### src/design/rbki_pkg.sv
// Package for the rigid body kinematic integrator: widths, codes, state enum.
// No dependencies.
package rbki_pkg;
  localparam int WORD_BITS_DEF = 32;
  localparam int FRAC_BITS_DEF = 16;
  localparam int CFG_BITS = 31;
  localparam int CMD_BITS = 3;
  localparam int REG_IDX_BITS = 2;

  localparam logic [2:0] CMD_TICK = 3'd0;
  localparam logic [2:0] CMD_FORCE = 3'd1;
  localparam logic [2:0] CMD_TORQUE = 3'd2;
  localparam logic [2:0] CMD_LOAD_POS = 3'd3;
  localparam logic [2:0] CMD_LOAD_VEL = 3'd4;

  localparam logic [1:0] REG_BODY_TYPE = 2'd0;
  localparam logic [1:0] REG_MASS = 2'd1;
  localparam logic [1:0] REG_INERTIA = 2'd2;

  localparam logic [1:0] BODY_STATIC = 2'd0;
  localparam logic [1:0] BODY_KINEMATIC = 2'd1;
  localparam logic [1:0] BODY_DYNAMIC = 2'd2;

  // datapath operations issued by the controller
  typedef enum logic [3:0] {
    OP_NONE, OP_DT2, OP_VDT, OP_ADT2, OP_ADT, OP_COMMIT_AX, OP_DIV_START,
    OP_DIV_STEP, OP_DIV_DONE, OP_LOAD_POS, OP_LOAD_VEL, OP_ZERO_ACC, OP_ZERO_VEL
  } op_t;

  typedef enum logic [3:0] {
    ST_IDLE, ST_DT2, ST_VDT, ST_ADT2, ST_ADT, ST_COMMIT, ST_DIV_START, ST_DIV_STEP,
    ST_DIV_DONE, ST_OUT
  } state_t;

  typedef struct packed {
    op_t op;
    logic [1:0] axis;   // 0..2 linear axes, 3 angular
    logic capture;      // load output register
  } cmd_t;

  typedef struct packed {
    logic div_done;
  } stat_t;
endpackage

### src/design/rbki_ctrl.sv
// Controller state machine for the integrator.
// Depends on rbki_pkg.
module rbki_ctrl (
  input  logic clk,
  input  logic rst,
  input  logic in_valid,
  output logic in_stall,
  input  logic [rbki_pkg::CMD_BITS-1:0] cmd,
  input  logic [1:0] body_type,
  output logic out_valid,
  input  logic out_stall,
  output rbki_pkg::cmd_t ctl,
  input  rbki_pkg::stat_t stat
);
  rbki_pkg::state_t state, state_next;
  logic [rbki_pkg::CMD_BITS-1:0] op_cmd, op_cmd_next;
  logic [1:0] axis, axis_next;
  logic ovalid, ovalid_next;
  logic still;

  assign still = (body_type == rbki_pkg::BODY_STATIC) ||
                 (body_type == rbki_pkg::BODY_KINEMATIC);
  assign out_valid = ovalid;
  // output register frees when taken; accept when idle and output free or leaving
  assign in_stall = (state != rbki_pkg::ST_IDLE) || (ovalid && out_stall);

  always_ff @(posedge clk) begin
    if (rst) begin
      state <= rbki_pkg::ST_IDLE;
      op_cmd <= '0;
      axis <= '0;
      ovalid <= 1'b0;
    end else begin
      state <= state_next;
      op_cmd <= op_cmd_next;
      axis <= axis_next;
      ovalid <= ovalid_next;
    end
  end

  always_comb begin
    state_next = state;
    op_cmd_next = op_cmd;
    axis_next = axis;
    ovalid_next = ovalid && out_stall;
    ctl = '{op: rbki_pkg::OP_NONE, axis: axis, capture: 1'b0};
    unique case (state)
      rbki_pkg::ST_IDLE: begin
        if (in_valid && !in_stall) begin
          op_cmd_next = cmd;
          axis_next = 2'd0;
          unique case (cmd)
            rbki_pkg::CMD_TICK: state_next = rbki_pkg::ST_DT2;
            rbki_pkg::CMD_FORCE: begin
              if (still) begin
                ctl.op = rbki_pkg::OP_ZERO_ACC;
                state_next = rbki_pkg::ST_OUT;
              end else begin
                state_next = rbki_pkg::ST_DIV_START;
              end
            end
            rbki_pkg::CMD_TORQUE: begin
              axis_next = 2'd3;
              state_next = rbki_pkg::ST_DIV_START;
            end
            rbki_pkg::CMD_LOAD_POS: begin
              ctl.op = rbki_pkg::OP_LOAD_POS;
              state_next = rbki_pkg::ST_OUT;
            end
            rbki_pkg::CMD_LOAD_VEL: begin
              ctl.op = rbki_pkg::OP_LOAD_VEL;
              state_next = rbki_pkg::ST_OUT;
            end
            default: state_next = rbki_pkg::ST_OUT;
          endcase
        end
      end
      rbki_pkg::ST_DT2: begin
        ctl.op = rbki_pkg::OP_DT2;
        state_next = rbki_pkg::ST_VDT;
      end
      rbki_pkg::ST_VDT: begin
        ctl.op = rbki_pkg::OP_VDT;
        state_next = rbki_pkg::ST_ADT2;
      end
      rbki_pkg::ST_ADT2: begin
        ctl.op = rbki_pkg::OP_ADT2;
        state_next = rbki_pkg::ST_ADT;
      end
      rbki_pkg::ST_ADT: begin
        ctl.op = rbki_pkg::OP_ADT;
        state_next = rbki_pkg::ST_COMMIT;
      end
      rbki_pkg::ST_COMMIT: begin
        ctl.op = rbki_pkg::OP_COMMIT_AX;
        if (axis == 2'd3) begin
          state_next = rbki_pkg::ST_OUT;
        end else begin
          axis_next = axis + 2'd1;
          state_next = rbki_pkg::ST_VDT;
        end
      end
      rbki_pkg::ST_DIV_START: begin
        ctl.op = rbki_pkg::OP_DIV_START;
        state_next = rbki_pkg::ST_DIV_STEP;
      end
      rbki_pkg::ST_DIV_STEP: begin
        ctl.op = rbki_pkg::OP_DIV_STEP;
        if (stat.div_done) state_next = rbki_pkg::ST_DIV_DONE;
      end
      rbki_pkg::ST_DIV_DONE: begin
        ctl.op = rbki_pkg::OP_DIV_DONE;
        if (op_cmd == rbki_pkg::CMD_FORCE && axis != 2'd2) begin
          axis_next = axis + 2'd1;
          state_next = rbki_pkg::ST_DIV_START;
        end else begin
          state_next = rbki_pkg::ST_OUT;
        end
      end
      rbki_pkg::ST_OUT: begin
        if (op_cmd == rbki_pkg::CMD_TICK && body_type == rbki_pkg::BODY_STATIC)
          ctl.op = rbki_pkg::OP_ZERO_VEL;
        if (!ovalid_next) begin
          ctl.capture = 1'b1;
          ovalid_next = 1'b1;
          state_next = rbki_pkg::ST_IDLE;
        end
      end
      default: state_next = rbki_pkg::ST_IDLE;
    endcase
  end

  a_out_hold: assert property (@(posedge clk) disable iff (rst)
    out_valid && out_stall |=> out_valid) else $error("result dropped");
  a_busy_stall: assert property (@(posedge clk) disable iff (rst)
    state != rbki_pkg::ST_IDLE |-> in_stall) else $error("accept while busy");
  a_capture_free: assert property (@(posedge clk) disable iff (rst)
    ctl.capture |-> !(ovalid && out_stall)) else $error("overwrite of held result");
endmodule

### config.mk
export PLATFORM = sky130hd
export DESIGN_NAME = rbki_ctrl
export DESIGN_NICKNAME = d
export VERILOG_FILES = /design/src/design/rbki_pkg.sv /design/src/design/rbki_ctrl.sv
export SDC_FILE = /design/constraint.sdc
export NUM_CORES = 1
export LEC_CHECK = 0
export ABC_CLOCK_PERIOD_IN_PS = 1760
export BUFFER_PORTS_ARGS = -buffer_cell sky130_fd_sc_hd__buf_4
export CORE_ASPECT_RATIO = 1.25
export CORE_MARGIN = 1.5
export CORE_UTILIZATION = 47
export DETAILED_ROUTE_END_ITERATION = 8
export GPL_TIMING_DRIVEN = 0
export PLACE_DENSITY_LB_ADDON = 0.05
export SLEW_MARGIN = 15
export SYNTH_ARGS = -nofsm -noshare
export SYNTH_HDL_FRONTEND = slang
export SYNTH_SLANG_ARGS = --single-unit
### constraint.sdc
create_clock -name clk -period 1.76 [get_ports clk]
set_clock_uncertainty 0.15 [all_clocks]
set_input_delay 0.264 -clock clk [delete_from_list [all_inputs] [get_ports clk]]
set_output_delay 0.264 -clock clk [all_outputs]
set_load 0.02 [all_outputs]
; Yosys cells after proc, flatten, opt, wreduce, memory -nomap -nowiden
; Index checks and enable logic that the tools add are counted.
[totals]
input_bits = 10
n_memories = 0
mem_bits_ro = 0
reg_bits = 10
latchBits = 0
output_inout_bits = 9
ramBits = 0
[op_classes]
n_div = 0
add_sub_neg = 1
multipliers = 0
eq_ne = 22
shift = 0
order_cmp = 0
bitwise_logic = 0
reduce_logical = 16
muxes = 21
[op_table]
columns = operator, count
row1 = case mux 4 bit (10 select lines), 2
row2 = two-way mux 4 bit, 9
row3 = case mux 4 bit (3 select lines), 2
row4 = "== test 4 x 3 -> 1 bit, second input constant", 4
row5 = "inequality test 2 bit, second input constant", 6
row6 = "== test 4 x 2 -> 1 bit, second input constant", 2
row7 = "== test 4 bit, second input constant", 2
row8 = two-way mux 2 bit, 4
row9 = "== test 3 x 1 -> 1 bit, second input constant", 2
row10 = "== test 3 x 2 -> 1 bit, second input constant", 2
row11 = zero test 3 bit, 2
row12 = case mux 2 bit (3 select lines), 1
row13 = "== test 4 x 1 -> 1 bit, second input constant", 1
row14 = logical AND 1 bit, 4
row15 = zero test 4 bit, 1
row16 = AND reduction 4 bit, 1
row17 = nonzero test 4 bit, 1
row18 = "== test 3 bit, second input constant", 1
row19 = two-way mux 1 bit, 3
row20 = AND reduction 3 bit, 1
row21 = nonzero test 3 bit, 1
row22 = "adder 2 x 1 -> 2 bit, second input constant", 1
row23 = "== test 2 x 1 -> 1 bit, second input constant", 1
row24 = "== test 2 bit, second input constant", 1
row25 = 4 further kinds, 5

; Depth between registers and ports, before layout
[logic_depth]
depth_word = 6
depth_mapped = 7
depth_no_buf = 7

; Worst setup path after synthesis
; No wires, ideal clock.
[synth_path]
kind = reg2reg
start = reg axis[0]
end = reg axis[1]
path_stages_with_launch = 8
arrival_ns = 1.702
period_less_slack_ns = 1.931
setup_time_ns = 0.079
required_time_ns = 1.531
slack_ns = -0.171
path_buffers = 0
path_cell_list = dfxtp_1 > inv_1 > ha_1 > nor4b_2 > o32ai_4 > a21oi_2 > nor2_1 > a211oi_2
[synth_between]
elab_chain_len = 4
elab_cells_between_ends = 10
[synth_lines]
columns = element, line
row1 = start: declaration, rbki_ctrl.sv:17  ; logic [1:0] axis, axis_next;
row2 = start signal: assignment, rbki_ctrl.sv:36  ; axis <= axis_next;
row3 = "parallel branches: the longest is 4 deep, another holds adder 2 x 1 -> 2 bit", n/a
; Several ways; the timed one is not identified. The select of a mux whose other input is x is not followed.
; A chain may end at the register's enable or synchronous reset.

==> results by group <==
Run status
  • Outcome: finished with violations
  • Failing checks: negative setup slack

STA
  • Fin. Hold Viols: 0
  • Hold slack: approximately 130 ps
  • Slew @ Worst Pin: around 520 ps
  • Slew margin rel.: 0.651
  • Fmax: 487 MHz
  • Setup TNS: -1320 ps
  • Max Slew Vio Count: 0
  • Period utilisation layout: 1.17
  • Final setup violation count: 9
  • Unrepaired setup endpoints after global routing: true
  • Clock period minus worst slack: roughly 2100 ps
  • Final worst-path setup slack: -295 ps

Global route
  • Remaining global-route overflow: 0
  • Largest net degree at the start of global routing: 11
  • First-pass GRT wire length: ~3800 um
  • Initial antenna violation count: 0
  • GR Util All Layers: 0.263
  • Vias in the first global route: around 860

Synth
  • Most common cell in the netlist: nor2_1
  • Synth Area in Adders: 0.0293
  • Largest family of logic cells by synthesized area: simple AND/OR/NAND/NOR gates
  • Top post-synthesis cells by area: dfxtp_1, nor2_1, a21oi_1, mux2i_1, nor4b_2
  • Syn avg cell area: a little over 8 sq um
  • Yosys reg bits: 10
  • Primary FF master, synth: dfxtp_1
  • Netlist Area Pre-Place: ~850 sq um
  • Cells after Synth: 106
  • Async set-reset flop share out of synthesis: 0
  • Synth cell types: 41
  • Synth Area in Compound Gates: 0.272
  • Sequential area share after synthesis: 0.234
  • Syn nets: 118
  • Synth top area share: 0.234
  • Yosys top cell by area: dfxtp_1
  • Ys Warns: 0
  • Mux cell area share after synthesis: 0.0469
  • Most frequent cells after synthesis: nor2_1, a21oi_1, dfxtp_1, nand2_1
  • Synth Area in Simple Gates: 0.360
  • EDFF count, synth: 0
  • Synth Area in XOR/XNOR: 0

Layout
  • NumNets Final: roughly 150
  • Layout cells sized above 1: 0.607
  • Layout area overhead: 59.9%
  • FILL cells: 136
  • N_diodes: 0

Run
  • Max-cap violations: 0

Clock network
  • Root buf cell: clkbuf_4
  • CTS buffer count: 3
  • H-tree depth: 1
  • Clock-pin transition on the worst setup and hold timing paths: approximately 70 ps
  • CTS Buffer Depth: 2
  • Worst skew pair latency: between 200 and 300 ps
  • TritonCTS clock tree: yes
  • Clock sinks: 10

Routing
  • Vias per cell: between 5 and 6
  • WL met3: approximately 75 um
  • DRT iter0 DRCs: 13
  • Final WL: between 2000 and 3000 um
  • TritonRoute pass-1 iters: 4
  • Drt drc: 0
  • Top Metal Used: met4
  • Via count: around 950
  • Metal2 WL: between 1000 and 1500 um
  • WL met1: around 1000 um
  • DRT antenna net count: 0
  • WL/cell: approximately 16 um

Placement
  • IO buf count: 16
  • Worst slack at placement: -190 ps
  • DP HPWL: around 1600 um
  • Routability-driven placement congestion ratio: 0.790

Hold path
  • Hold Path Origin: cmd[2]
  • Hold Path Cell Cnt: 3
  • Worst Hold End: op_cmd[2]$_SDFFE_PP0P_
  • Hold Crit Class: primary input to register

Floorplan
  • Die Y: approximately 51 um
  • Die width: slightly above 40 um
  • Core ar.: about 1700 sq um
  • Die Area: between 2000 and 2500 sq um
  • IO Pins: 19
  • Row count: 17
  • Initial core utilization: 0.490

Power
  • Leak pwr: roughly 0.53 nW
  • P per Cell Area: between 1500 and 2000 nW/um^2
  • Max VDD drop: 0.00120 V

Critical path
  • Kind of critical path: register to output pin
  • Capturing point of the worst reg2reg path: axis[0]$_SDFFE_PP0P_
  • R2R depth: 6
  • Worst setup EP type: output pin
  • Reg2reg setup slack: -100 ps
  • Worst Path Max Fanout: 4
  • Arr. time, crit path: 1640 ps
  • Reg2reg start: state[1]$_SDFFE_PP0P_
  • WP data required: between 1000 and 1500 ps
  • Critical Path Start Type: register
-- final cells by class --
type	count	area, sq um	share of cell area
Clock buffer	4	36.3	0.0266
Sequential cell	10	219	0.160
Inverter	4	15.0	0.0110
Tap cell	19	23.8	0.0174
Buffer	6	38.8	0.0284
Multi-Input combinational cell	86	778	0.570
Timing Repair Buffer	30	255	0.187
-- report_power, final --
group | total (mW) | leakage (nW) | switching (mW) | internal, mW
Sequential | 0.451 | 0.0864 | 0.116 | 0.335
Clock | 0.219 | 0.0210 | 0.0935 | 0.126
Combinational | 2.02 | 0.426 | 1.01 | 1.01
Total | 2.69 | 0.533 | 1.22 | 1.47
-- critical path: stages, from the launching register on --
cell	delay, ps
dfxtp_4	370
nor4_4	390
nand3_4	130
buf_4	160
a21oi_2	80
or3_1	120
buf_6	110
-- per-stage QoR --
stage                     instance area (sq um)  std cells  power (mW)   util
after floorplan                             872        106        1.39      -
after global placement                     1020        141        1.71  0.582
after detailed placement                   1020        141        1.73  0.582
after CTS                                  1250        155        2.39  0.718
after global routing                       1370        159        2.83  0.783
final                                      1370        159        2.69  0.783
-- registers in the layout, summed over array words and instances, names as in the netlist --
signal and cells:
state 4, op_cmd 3, axis 2, out_valid 1
-- what timing repair did --
item,in CTS,in global routing
pin swaps,8,15
gates resized for setup,33,20
hold buffers,0,0
setup buffers,10,5
endpoints found under the setup margin,12,14
-- cells by family (layout without fill, tap and decap cells) --
| family | Yosys count | after routing |
|---|---|---|
| AOI/OAI and AO/OA | 32 | 32 |
| adders and majority gates | 2 | 2 |
| buffers and inverters | 10 | 44 |
| DFF | 10 | 10 |
| muxes | 4 | 4 |
| and+or+nand+nor | 48 | 48 |
-- worst max-delay path by stage --
| stage | startpoint | endpoint | slack [ps] | cells after the start |
|---|---|---|---|---|
| after floorplan | axis[0]$_SDFFE_PP0P_ | axis[1]$_SDFFE_PP0P_ | 10 | 7 |
| after global placement | state[0]$_SDFFE_PP0P_ | ctl[4] | -140 | 6 |
| after detailed placement | state[0]$_SDFFE_PP0P_ | ctl[4] | -190 | 6 |
| after CTS | state[1]$_SDFFE_PP0P_ | ctl[4] | -310 | 6 |
| after global routing | state[2]$_SDFFE_PP0P_ | ctl[4] | -370 | 6 |
| final | state[2]$_SDFFE_PP0P_ | ctl[6] | -300 | 6 |
-- routing by layer --
layer	up-vias	GRT usage
li1	461	-
met1	458	0.305
met2	24	0.448
met3	5	0.0398
met4	0	0.113
met5	-	0
-- placed cells by master (no fill, tap or decap), types with 2 or more instances in the layout --
cell / n
nand3_4: 2
dfxtp_2: 6
a21oi_1: 9
mux2i_1: 4
a21oi_2: 5
o22ai_2: 2
o21ai_2: 4
inv_1: 2
buf_6: 9
dfxtp_4: 3
or3_1: 2
a21boi_0: 2
nor2_2: 2
nor3_4: 2
nand2_2: 2
inv_2: 2
nand3b_1: 3
nor4b_4: 2
buf_4: 24
nand2_1: 3
nor2_1: 16
clkbuf_4: 3
a211oi_2: 2
(Power assumes the default switching activity.)
