## src/design/rbki_pkg.sv

```systemverilog
// Package for the rigid body kinematic integrator: widths, codes, state enum.
// No dependencies.
package rbki_pkg;
  localparam int WORD_BITS_DEF = 32;
  localparam int FRAC_BITS_DEF = 16;
  localparam int CFG_BITS = 31;
  localparam int CMD_BITS = 3;
  localparam int REG_IDX_BITS = 2;

  localparam logic [2:0] CMD_TICK = 3'd0;
  localparam logic [2:0] CMD_FORCE = 3'd1;
  localparam logic [2:0] CMD_TORQUE = 3'd2;
  localparam logic [2:0] CMD_LOAD_POS = 3'd3;
  localparam logic [2:0] CMD_LOAD_VEL = 3'd4;

  localparam logic [1:0] REG_BODY_TYPE = 2'd0;
  localparam logic [1:0] REG_MASS = 2'd1;
  localparam logic [1:0] REG_INERTIA = 2'd2;

  localparam logic [1:0] BODY_STATIC = 2'd0;
  localparam logic [1:0] BODY_KINEMATIC = 2'd1;
  localparam logic [1:0] BODY_DYNAMIC = 2'd2;

  // datapath operations issued by the controller
  typedef enum logic [3:0] {
    OP_NONE, OP_DT2, OP_VDT, OP_ADT2, OP_ADT, OP_COMMIT_AX, OP_DIV_START,
    OP_DIV_STEP, OP_DIV_DONE, OP_LOAD_POS, OP_LOAD_VEL, OP_ZERO_ACC, OP_ZERO_VEL
  } op_t;

  typedef enum logic [3:0] {
    ST_IDLE, ST_DT2, ST_VDT, ST_ADT2, ST_ADT, ST_COMMIT, ST_DIV_START, ST_DIV_STEP,
    ST_DIV_DONE, ST_OUT
  } state_t;

  typedef struct packed {
    op_t op;
    logic [1:0] axis;   // 0..2 linear axes, 3 angular
    logic capture;      // load output register
  } cmd_t;

  typedef struct packed {
    logic div_done;
  } stat_t;
endpackage

```

## src/design/rbki_datapath.sv

```systemverilog
// Datapath: state registers, one shared multiplier, a restoring divider, output register.
// Depends on rbki_pkg.
module rbki_datapath #(
  parameter int WORD_BITS = rbki_pkg::WORD_BITS_DEF,
  parameter int FRAC_BITS = rbki_pkg::FRAC_BITS_DEF
) (
  input  logic clk,
  input  logic rst,
  input  logic in_accept,
  input  logic signed [WORD_BITS-1:0] vec_x,
  input  logic signed [WORD_BITS-1:0] vec_y,
  input  logic signed [WORD_BITS-1:0] vec_z,
  input  logic signed [WORD_BITS-1:0] scalar,
  input  logic [rbki_pkg::CFG_BITS-1:0] mass,
  input  logic [rbki_pkg::CFG_BITS-1:0] rotational_inertia,
  input  rbki_pkg::cmd_t ctl,
  output rbki_pkg::stat_t stat,
  output logic signed [WORD_BITS-1:0] out_pos_x,
  output logic signed [WORD_BITS-1:0] out_pos_y,
  output logic signed [WORD_BITS-1:0] out_pos_z,
  output logic signed [WORD_BITS-1:0] out_angle,
  output logic signed [WORD_BITS-1:0] out_vel_x,
  output logic signed [WORD_BITS-1:0] out_vel_y,
  output logic signed [WORD_BITS-1:0] out_vel_z,
  output logic signed [WORD_BITS-1:0] out_angular_vel
);
  localparam int PW = 2 * WORD_BITS;
  localparam int AW = PW + 2;
  localparam int NW = WORD_BITS + FRAC_BITS;       // divider numerator magnitude
  localparam int CW = $clog2(NW + 1);
  localparam logic signed [AW-1:0] WMAX = AW'((64'sd1 <<< (WORD_BITS - 1)) - 1);
  localparam logic signed [AW-1:0] WMIN = -WMAX - AW'(1);

  // index 0..2 linear axes, 3 angular
  logic signed [WORD_BITS-1:0] pos [4];
  logic signed [WORD_BITS-1:0] vel [4];
  logic signed [WORD_BITS-1:0] acc [4];
  logic signed [WORD_BITS-1:0] dt, dt2;
  logic signed [AW-1:0] pos_sum;

  logic signed [WORD_BITS-1:0] mul_a, mul_b;
  logic signed [PW-1:0] prod;
  logic signed [PW-1:0] prod_sh, prod_sh1;

  // divider
  logic [NW-1:0] quo;
  logic [NW:0] rem;
  logic [NW:0] rem_sh;
  logic [CW-1:0] cnt;
  logic neg, dzero, numzero;
  logic [rbki_pkg::CFG_BITS-1:0] dsr;
  logic signed [AW-1:0] qsig, qsat;

  function automatic logic signed [WORD_BITS-1:0] sat_w(input logic signed [AW-1:0] v);
    if (v > WMAX) return WMAX[WORD_BITS-1:0];
    if (v < WMIN) return WMIN[WORD_BITS-1:0];
    return v[WORD_BITS-1:0];
  endfunction

  always_comb begin
    mul_a = dt;
    mul_b = dt;
    unique case (ctl.op)
      rbki_pkg::OP_VDT: begin mul_a = vel[ctl.axis]; mul_b = dt; end
      rbki_pkg::OP_ADT2: begin mul_a = acc[ctl.axis]; mul_b = dt2; end
      rbki_pkg::OP_ADT: begin mul_a = acc[ctl.axis]; mul_b = dt; end
      default: begin mul_a = dt; mul_b = dt; end
    endcase
  end

  always_ff @(posedge clk) prod <= PW'(mul_a) * PW'(mul_b);
  assign prod_sh = prod >>> FRAC_BITS;
  assign prod_sh1 = prod >>> (FRAC_BITS + 1);

  assign rem_sh = {rem[NW-1:0], quo[NW-1]};
  assign stat.div_done = (cnt == '0);
  assign qsig = neg ? -AW'($signed({1'b0, quo})) : AW'($signed({1'b0, quo}));
  assign qsat = dzero ? (numzero ? '0 : (neg ? WMIN : WMAX)) : qsig;

  // latch inputs on accept; scalar doubles as dt/torque
  logic [WORD_BITS-1:0] hold_vec [3];
  always_ff @(posedge clk) begin
    if (in_accept) begin
      dt <= scalar;
      hold_vec[0] <= vec_x;
      hold_vec[1] <= vec_y;
      hold_vec[2] <= vec_z;
    end
  end

  logic signed [WORD_BITS-1:0] hv;
  logic [WORD_BITS-1:0] hmag;
  assign hv = (ctl.axis == 2'd3) ? dt : $signed(hold_vec[ctl.axis]);
  assign hmag = hv[WORD_BITS-1] ? WORD_BITS'(-hv) : WORD_BITS'(hv);

  always_ff @(posedge clk) begin
    if (rst) begin
      for (int i = 0; i < 4; i++) begin
        pos[i] <= '0; vel[i] <= '0; acc[i] <= '0;
      end
    end else begin
      unique case (ctl.op)
        rbki_pkg::OP_DT2: ;
        rbki_pkg::OP_VDT: dt2 <= sat_w(AW'(prod_sh));
        rbki_pkg::OP_ADT2: pos_sum <= AW'(pos[ctl.axis]) + AW'(prod_sh);
        rbki_pkg::OP_ADT: pos_sum <= pos_sum + AW'(prod_sh1);
        rbki_pkg::OP_COMMIT_AX: begin
          pos[ctl.axis] <= sat_w(pos_sum);
          vel[ctl.axis] <= sat_w(AW'(vel[ctl.axis]) + AW'(prod_sh));
        end
        rbki_pkg::OP_DIV_START: begin
          quo <= {hmag, {FRAC_BITS{1'b0}}};
          rem <= '0;
          cnt <= CW'(NW);
          neg <= hv[WORD_BITS-1];
          numzero <= (hv == '0);
          dsr <= (ctl.axis == 2'd3) ? rotational_inertia : mass;
          dzero <= ((ctl.axis == 2'd3) ? rotational_inertia : mass) == '0;
        end
        rbki_pkg::OP_DIV_STEP: begin
          if (cnt != '0) begin
            cnt <= cnt - CW'(1);
            if (rem_sh >= (NW+1)'(dsr)) begin
              rem <= rem_sh - (NW+1)'(dsr);
              quo <= {quo[NW-2:0], 1'b1};
            end else begin
              rem <= rem_sh;
              quo <= {quo[NW-2:0], 1'b0};
            end
          end
        end
        rbki_pkg::OP_DIV_DONE: acc[ctl.axis] <= sat_w(qsat);
        rbki_pkg::OP_LOAD_POS: begin
          pos[0] <= vec_x; pos[1] <= vec_y; pos[2] <= vec_z; pos[3] <= scalar;
        end
        rbki_pkg::OP_LOAD_VEL: begin
          vel[0] <= vec_x; vel[1] <= vec_y; vel[2] <= vec_z; vel[3] <= scalar;
        end
        rbki_pkg::OP_ZERO_ACC: begin
          acc[0] <= '0; acc[1] <= '0; acc[2] <= '0;
        end
        rbki_pkg::OP_ZERO_VEL: begin
          vel[0] <= '0; vel[1] <= '0; vel[2] <= '0;
        end
        default: ;
      endcase
    end
  end

  // output register, loaded with the zero-velocity override folded in
  logic zv;
  assign zv = (ctl.op == rbki_pkg::OP_ZERO_VEL);
  always_ff @(posedge clk) begin
    if (ctl.capture) begin
      out_pos_x <= pos[0]; out_pos_y <= pos[1]; out_pos_z <= pos[2];
      out_angle <= pos[3];
      out_vel_x <= zv ? '0 : vel[0];
      out_vel_y <= zv ? '0 : vel[1];
      out_vel_z <= zv ? '0 : vel[2];
      out_angular_vel <= vel[3];
    end
  end
endmodule

```

## config.mk

```make
export PLATFORM = sky130hd
export DESIGN_NAME = rbki_datapath
export DESIGN_NICKNAME = d
export VERILOG_FILES = /design/src/design/rbki_pkg.sv /design/src/design/rbki_datapath.sv
export SDC_FILE = /design/constraint.sdc
export NUM_CORES = 2
export LEC_CHECK = 0
export BUFFER_PORTS_ARGS = -buffer_cell sky130_fd_sc_hd__clkbuf_2
export CAP_MARGIN = 20
export CORE_ASPECT_RATIO = 1.25
export CORE_MARGIN = 4
export CORE_UTILIZATION = 45
export CTS_CLUSTER_SIZE = 8
export DETAILED_ROUTE_END_ITERATION = 10
export SLEW_MARGIN = 20
export SYNTH_ARGS = -nofsm -noshare
export SYNTH_HDL_FRONTEND = slang
export SYNTH_SLANG_ARGS = --single-unit
export TNS_END_PERCENT = 20
```

## constraint.sdc

```tcl
create_clock -name clk -period 16.1 [get_ports clk]
set_input_delay 1.61 -clock clk [delete_from_list [all_inputs] [get_ports clk]]
set_output_delay 1.61 -clock clk [all_outputs]
set_load 0.05 [all_outputs]
```

== After elaboration in Yosys (flattened, before gate mapping) ==
Memory sizes are Yosys's and may differ from the RTL's. A register that Yosys moved wholly into a read port is not among the register bits.
Index checks and enable logic that the tools add are counted.
W data, S select, Z words.
Operators by class
  equal/unequal tests: 13
  $add $sub $neg: 7
  magnitude comparators: 9
  reductions and logical operators: 14
  bitwise operators: 15
  $mul: 1
  multiplexer cells: 113
Operators with widths (count)
  $mux W32: 42
  $mux W66: 4
  $pmux W48 S2: 2
  $mux W48: 3
  $gt A66 B32 Y1 const B: 2
  $lt A66 B32 Y1 const B: 2
  $pmux W66 S2: 1
  $add A32 B48 Y49: 2
  $reduce_or A32 Y1: 3
  $add A66 B47 Y66: 1
  $neg A48 Y66: 1
  $mul A32 B32 Y64: 1
  $pmux W32 S2: 1
  $mux W1: 54
  $ge A49 B31 Y1: 1
  $gt A49 B32 Y1 const B: 1
  $lt A49 B32 Y1 const B: 1
  $gt A48 B32 Y1 const B: 1
  $lt A48 B32 Y1 const B: 1
  $sub A48 B31 Y48: 1
  $logic_not A32 Y1: 1
  $neg A32 Y32: 1
  $logic_not A31 Y1: 1
  $mux W31: 1
  17 further kinds: 43
Word-level totals
  memories: 4
  memory bits (writable): 480
  input bits: 200
  output and inout bits: 257
  flip-flop bits (word level): 330
Memories
  acc: depth 4, width 32, rd ports 1, clocked after Yosys merged registers in 0, wr ports 4, RTL line rbki_datapath.sv:37  | logic signed [WORD_BITS-1:0] acc [4];
  pos: depth 4, width 32, rd ports 5, clocked after Yosys merged registers in 4, wr ports 4, RTL line rbki_datapath.sv:35  | logic signed [WORD_BITS-1:0] pos [4];
  vel: depth 4, width 32, rd ports 5, clocked after Yosys merged registers in 4, wr ports 4, RTL line rbki_datapath.sv:36  | logic signed [WORD_BITS-1:0] vel [4];
  hold_vec: depth 3, width 32, rd ports 1, clocked after Yosys merged registers in 0, wr ports 3, RTL line rbki_datapath.sv:81  | logic [WORD_BITS-1:0] hold_vec [3];

== Logic depth before layout (Yosys ltp) ==
  depth after elaboration: 15
  mapped depth: 39

== Worst setup path before layout ==
No wires, ideal clock.
  kind: input-to-reg
  from: input ctl[2] (netlist name)
  to: register prod[63]
  stages: 36
  slack: 3.959 ns
  setup time: 0.121 ns
  arrival time: 12.020 ns
  buffers on the path: 8
  cells stage by stage: clkbuf_1 clkbuf_1 buf_1 clkbuf_1 clkbuf_1 clkbuf_1 mux4_2 and2_1 a221oi_1 clkbuf_1 nor2_1 fa_1 fa_1 inv_1 fa_1 fa_1 fa_1 inv_1 fa_1 fa_1 inv_1 fa_1 inv_1 ha_1 clkbuf_1 nand3_1 or3_1 or2_2 a211oi_1 or3_1 a221oi_1 nand2_1 a21oi_1 o41ai_1 a21oi_1 xnor2_1
Between the ends
  longest elaborated chain between the ends: 3
  elaborated cells on any way between the ends: 4
Ends and longest elaborated chain
  from (decl): RTL line rbki_datapath.sv:16  | input rbki_pkg::cmd_t ctl,
  $mem_v2 Z4 W32, on equally long branches
  $pmux W32 S2 (*): RTL line rbki_datapath.sv:63  | unique case (ctl.op)
  $mul A32 B32 Y64 (*): RTL line rbki_datapath.sv:71  | always_ff @(posedge clk) prod <= PW'(mul_a) * PW'(mul_b);
  to (signal assigned): RTL line rbki_datapath.sv:71
  to (decl): RTL line rbki_datapath.sv:42  | logic signed [PW-1:0] prod;
Mark *: on every way between the ends. The rest lies on a longest branch, timed or not.
A chain may end at the register's enable or synchronous reset.

== Worst setup path after layout ==
  from: input ctl[3] (netlist name)
  to: register prod[63]
Between the ends
  longest elaborated chain between the ends: 4
  elaborated cells on any way between the ends: 7
Ends and longest elaborated chain (RTL line)
  $eq A4 B3 Y1 / $eq A4 B2 Y1 (equally long branches): rbki_datapath.sv:63
  $reduce_or A2 Y1 (no line)
  $pmux W32 S2: rbki_datapath.sv:63
  $mul A32 B32 Y64 (*): rbki_datapath.sv:71
Marks and branches as above.

==> metrics.cfg <==
[run_status]
status = complete, no violations

[clock_network]
clk_latency_ns = 0.82
cts_buffers = 152
cts_setup_buffers = 0
holdBufCountCts = 0
clk_pin_slew_ns = 0.05
cts_sinks = 1050
htree_num_levels = 4
cts_tree = built
cts_root_buf = clkbuf_16
clockBufferDepth = 3
cts_resized = 0

[routing]
ant_nets = 0
vias = 71900
wl_met3_mm = 42.4
vias_per_cell = 6.04
drt_first_iter_violations = 8180
wl_per_cell_um = 29.5
routed_wl_mm = 352
wl_met2_mm = 156
met1_length_mm = 130
drcViolationCount = 0
drtPass1Iterations = 7
highest_layer = met5

[critical_path]
r2r_start = acc[3][12]$_SDFFCE_PN0P_
cp_data_arrival_time_ns = 13.23
r2r_cells = 30
crit_type = in2reg
crit_slowest_cell = o41ai_1
worst_setup_path_end_kind = flop
worstPathMaxFanout = 34
crit_top_cell = fa_1
timing.reg2reg.setup_slack_ns = 5.25
reg2reg_to = prod[63]$_DFF_P_
cp-start-kind = input pin
max_stage_delay_ns = 0.96
worst_ep_required_time_ns = 16.77

[yosys]
ys_ff_latch = 1050
syn_nets = 10400
synth.distinct_cells = 95
syn-cell-area_um2 = 91800
yosysSeqAreaShare_pct = 33.8
synth_most_common_cell = inv_1
avgSynthCellArea_um2 = 10.5
synth_cells = 8781
ys.flop_type = edfxtp_1
synth_top_area_share_pct = 32.8
synthTopCellsByCount = inv_1, fa_1, edfxtp_1
yosysTopAreaCell = edfxtp_1
yosysWarnings = 0
synth_edf_count = 1002
async_flop_share_pct = 0
synth_area_leaders = edfxtp_1, fa_1, ha_1

[job]
maxCapViolCount = 0

[sta]
finalSetupViolations = 0
clock-skew-final_ns = 0.0593
slew_viol_final = 0
min_period_ns = 12.56
slew_headroom_pct = 22.7
tightest_slew_ns = 1.16
hold_violations = 0
final.period_utilization_pct = 78.0
setup_tns_ns = 0
fmax_mhz = 79.6
rsz0062_at_grt = false

[finish]
nets = 10800
drive_gt1_share_pct = 12.4
areaGrowthSynthToFinish_pct = 11.1

[die]
initial_core_util_pct = 45.2
core-area_um2 = 203000
die_area_um2 = 211000
die_w_um = 412
die_h_um = 513
pin_count = 457
placementRows = 185

[hold_path]
hold_depth = 0
worstHoldStart = pos[0][11]$_DFFE_PP_
holdPathEnd = out_pos_x[11]$_DFFE_PP_
min_path_type = reg2reg

[grt]
grt.overflow.total = 0
grt_max_degree = 96
antenna_found_initial = 36
grt_use_total_pct = 33.1
first_global_vias = 73000
grt_pass1_wl_mm = 506

[place]
gp_congestion = 1.08
numPortBuffers = 456
dp.final_hpwl_mm = 273

-- layout by cell type, fill, tap and decap left out, types with 38 or more instances in the layout --
master	n
or3_1	38
nor2b_1	131
a21o_1	173
o21ai_1	84
and2_1	68
xor2_1	124
clkbuf_16	154
ha_1	376
inv_1	1196
edfxtp_1	1002
nor4_1	49
a21oi_1	335
nor3_1	68
fa_1	1085
nand4_1	69
nand2_1	977
nand3_1	71
nor2_1	767
o211ai_1	104
a31oi_1	41
xnor2_1	214
nand2b_1	51
clkbuf_2	452
dfxtp_1	48
buf_4	162
o21ai_0	446
mux4_2	127
mux2_2	53
a22oi_1	94
-- per-layer routing --
metal | vias to the layer above | track usage (%)
met5 | - | 0
met1 | 36300 | 42.2
met2 | 4490 | 50.2
li1 | 30300 | -
met4 | 6 | 18.7
met3 | 883 | 9.98
-- area by class of cell --
cell class / count / area (µm²)
tap: 2711 / 3390
antenna: 37 / 92.6
fill: 18500 / 101000
multi-input combinational: 6083 / 54900
clock buffer: 191 / 4000
timing repair buffer: 620 / 3570
sequential: 1050 / 31000
clock inverter: 19 / 439
inverter: 1199 / 4500
-- critical path: cells and delay by family --
kind | cells | cell delay, ns
compound gates | 7 | 3.05
xor+xnor | 1 | 0.17
fa+ha+maj | 9 | 4.66
buf+inv | 9 | 1.50
simple gates | 8 | 2.19
-- state kept, by name, summed over array words and instances (netlist names), 48 cells and up --
name      flops
prod         48
vel         128
pos_sum      66
hold_vec     96
acc         128
quo          48
pos         128
rem          48
-- how the worst max path moves through the flow --
| stage | cells after the start | slack [ns] | to | from |
|---|---|---|---|---|
| global route | 34 | 3.31 | prod[63]$_DFF_P_ | ctl[3] |
| floorplan | 36 | 3.96 | prod[63]$_DFF_P_ | ctl[2] |
| CTS | 34 | 3.74 | prod[63]$_DFF_P_ | ctl[3] |
| detailed placement | 34 | 2.89 | prod[63]$_DFF_P_ | ctl[3] |
| finish | 34 | 3.54 | prod[63]$_DFF_P_ | ctl[3] |
| global placement | 34 | 2.97 | prod[63]$_DFF_P_ | ctl[3] |
-- through the flow --
step	utilization [%]	hold slack, ns	setup slack [ns]	cell area (µm²)	instances
CTS	50.2	0.438	3.74	102000	11900
floorplan	-	0.421	3.96	91800	8781
finish	50.2	0.440	3.54	102000	11900
detailed placement	48.0	0.432	2.89	97400	11700
global placement	48.0	0.426	2.97	97400	11700
global route	50.2	0.436	3.31	102000	11900
-- cell families (layout without fill, tap and decap cells) --
kind of cell             Yosys count  after routing  share of synthesized area, %
AND/OR/NAND/NOR                 2458           2458                          12.0
AO/OA/AOI/OAI                   1608           1608                          11.1
adder cells (fa/ha/maj)         1461           1461                          28.8
XOR/XNOR                         338            338                          3.23
buffers and inverters           1648           2029                          6.89
other                              0             37                             0
multiplexers                     218            218                          4.18
flip-flops                      1050           1050                          33.8
Power is not shown: default switching activity piles up to over one toggle a cycle in this logic, so the estimate is an artifact.
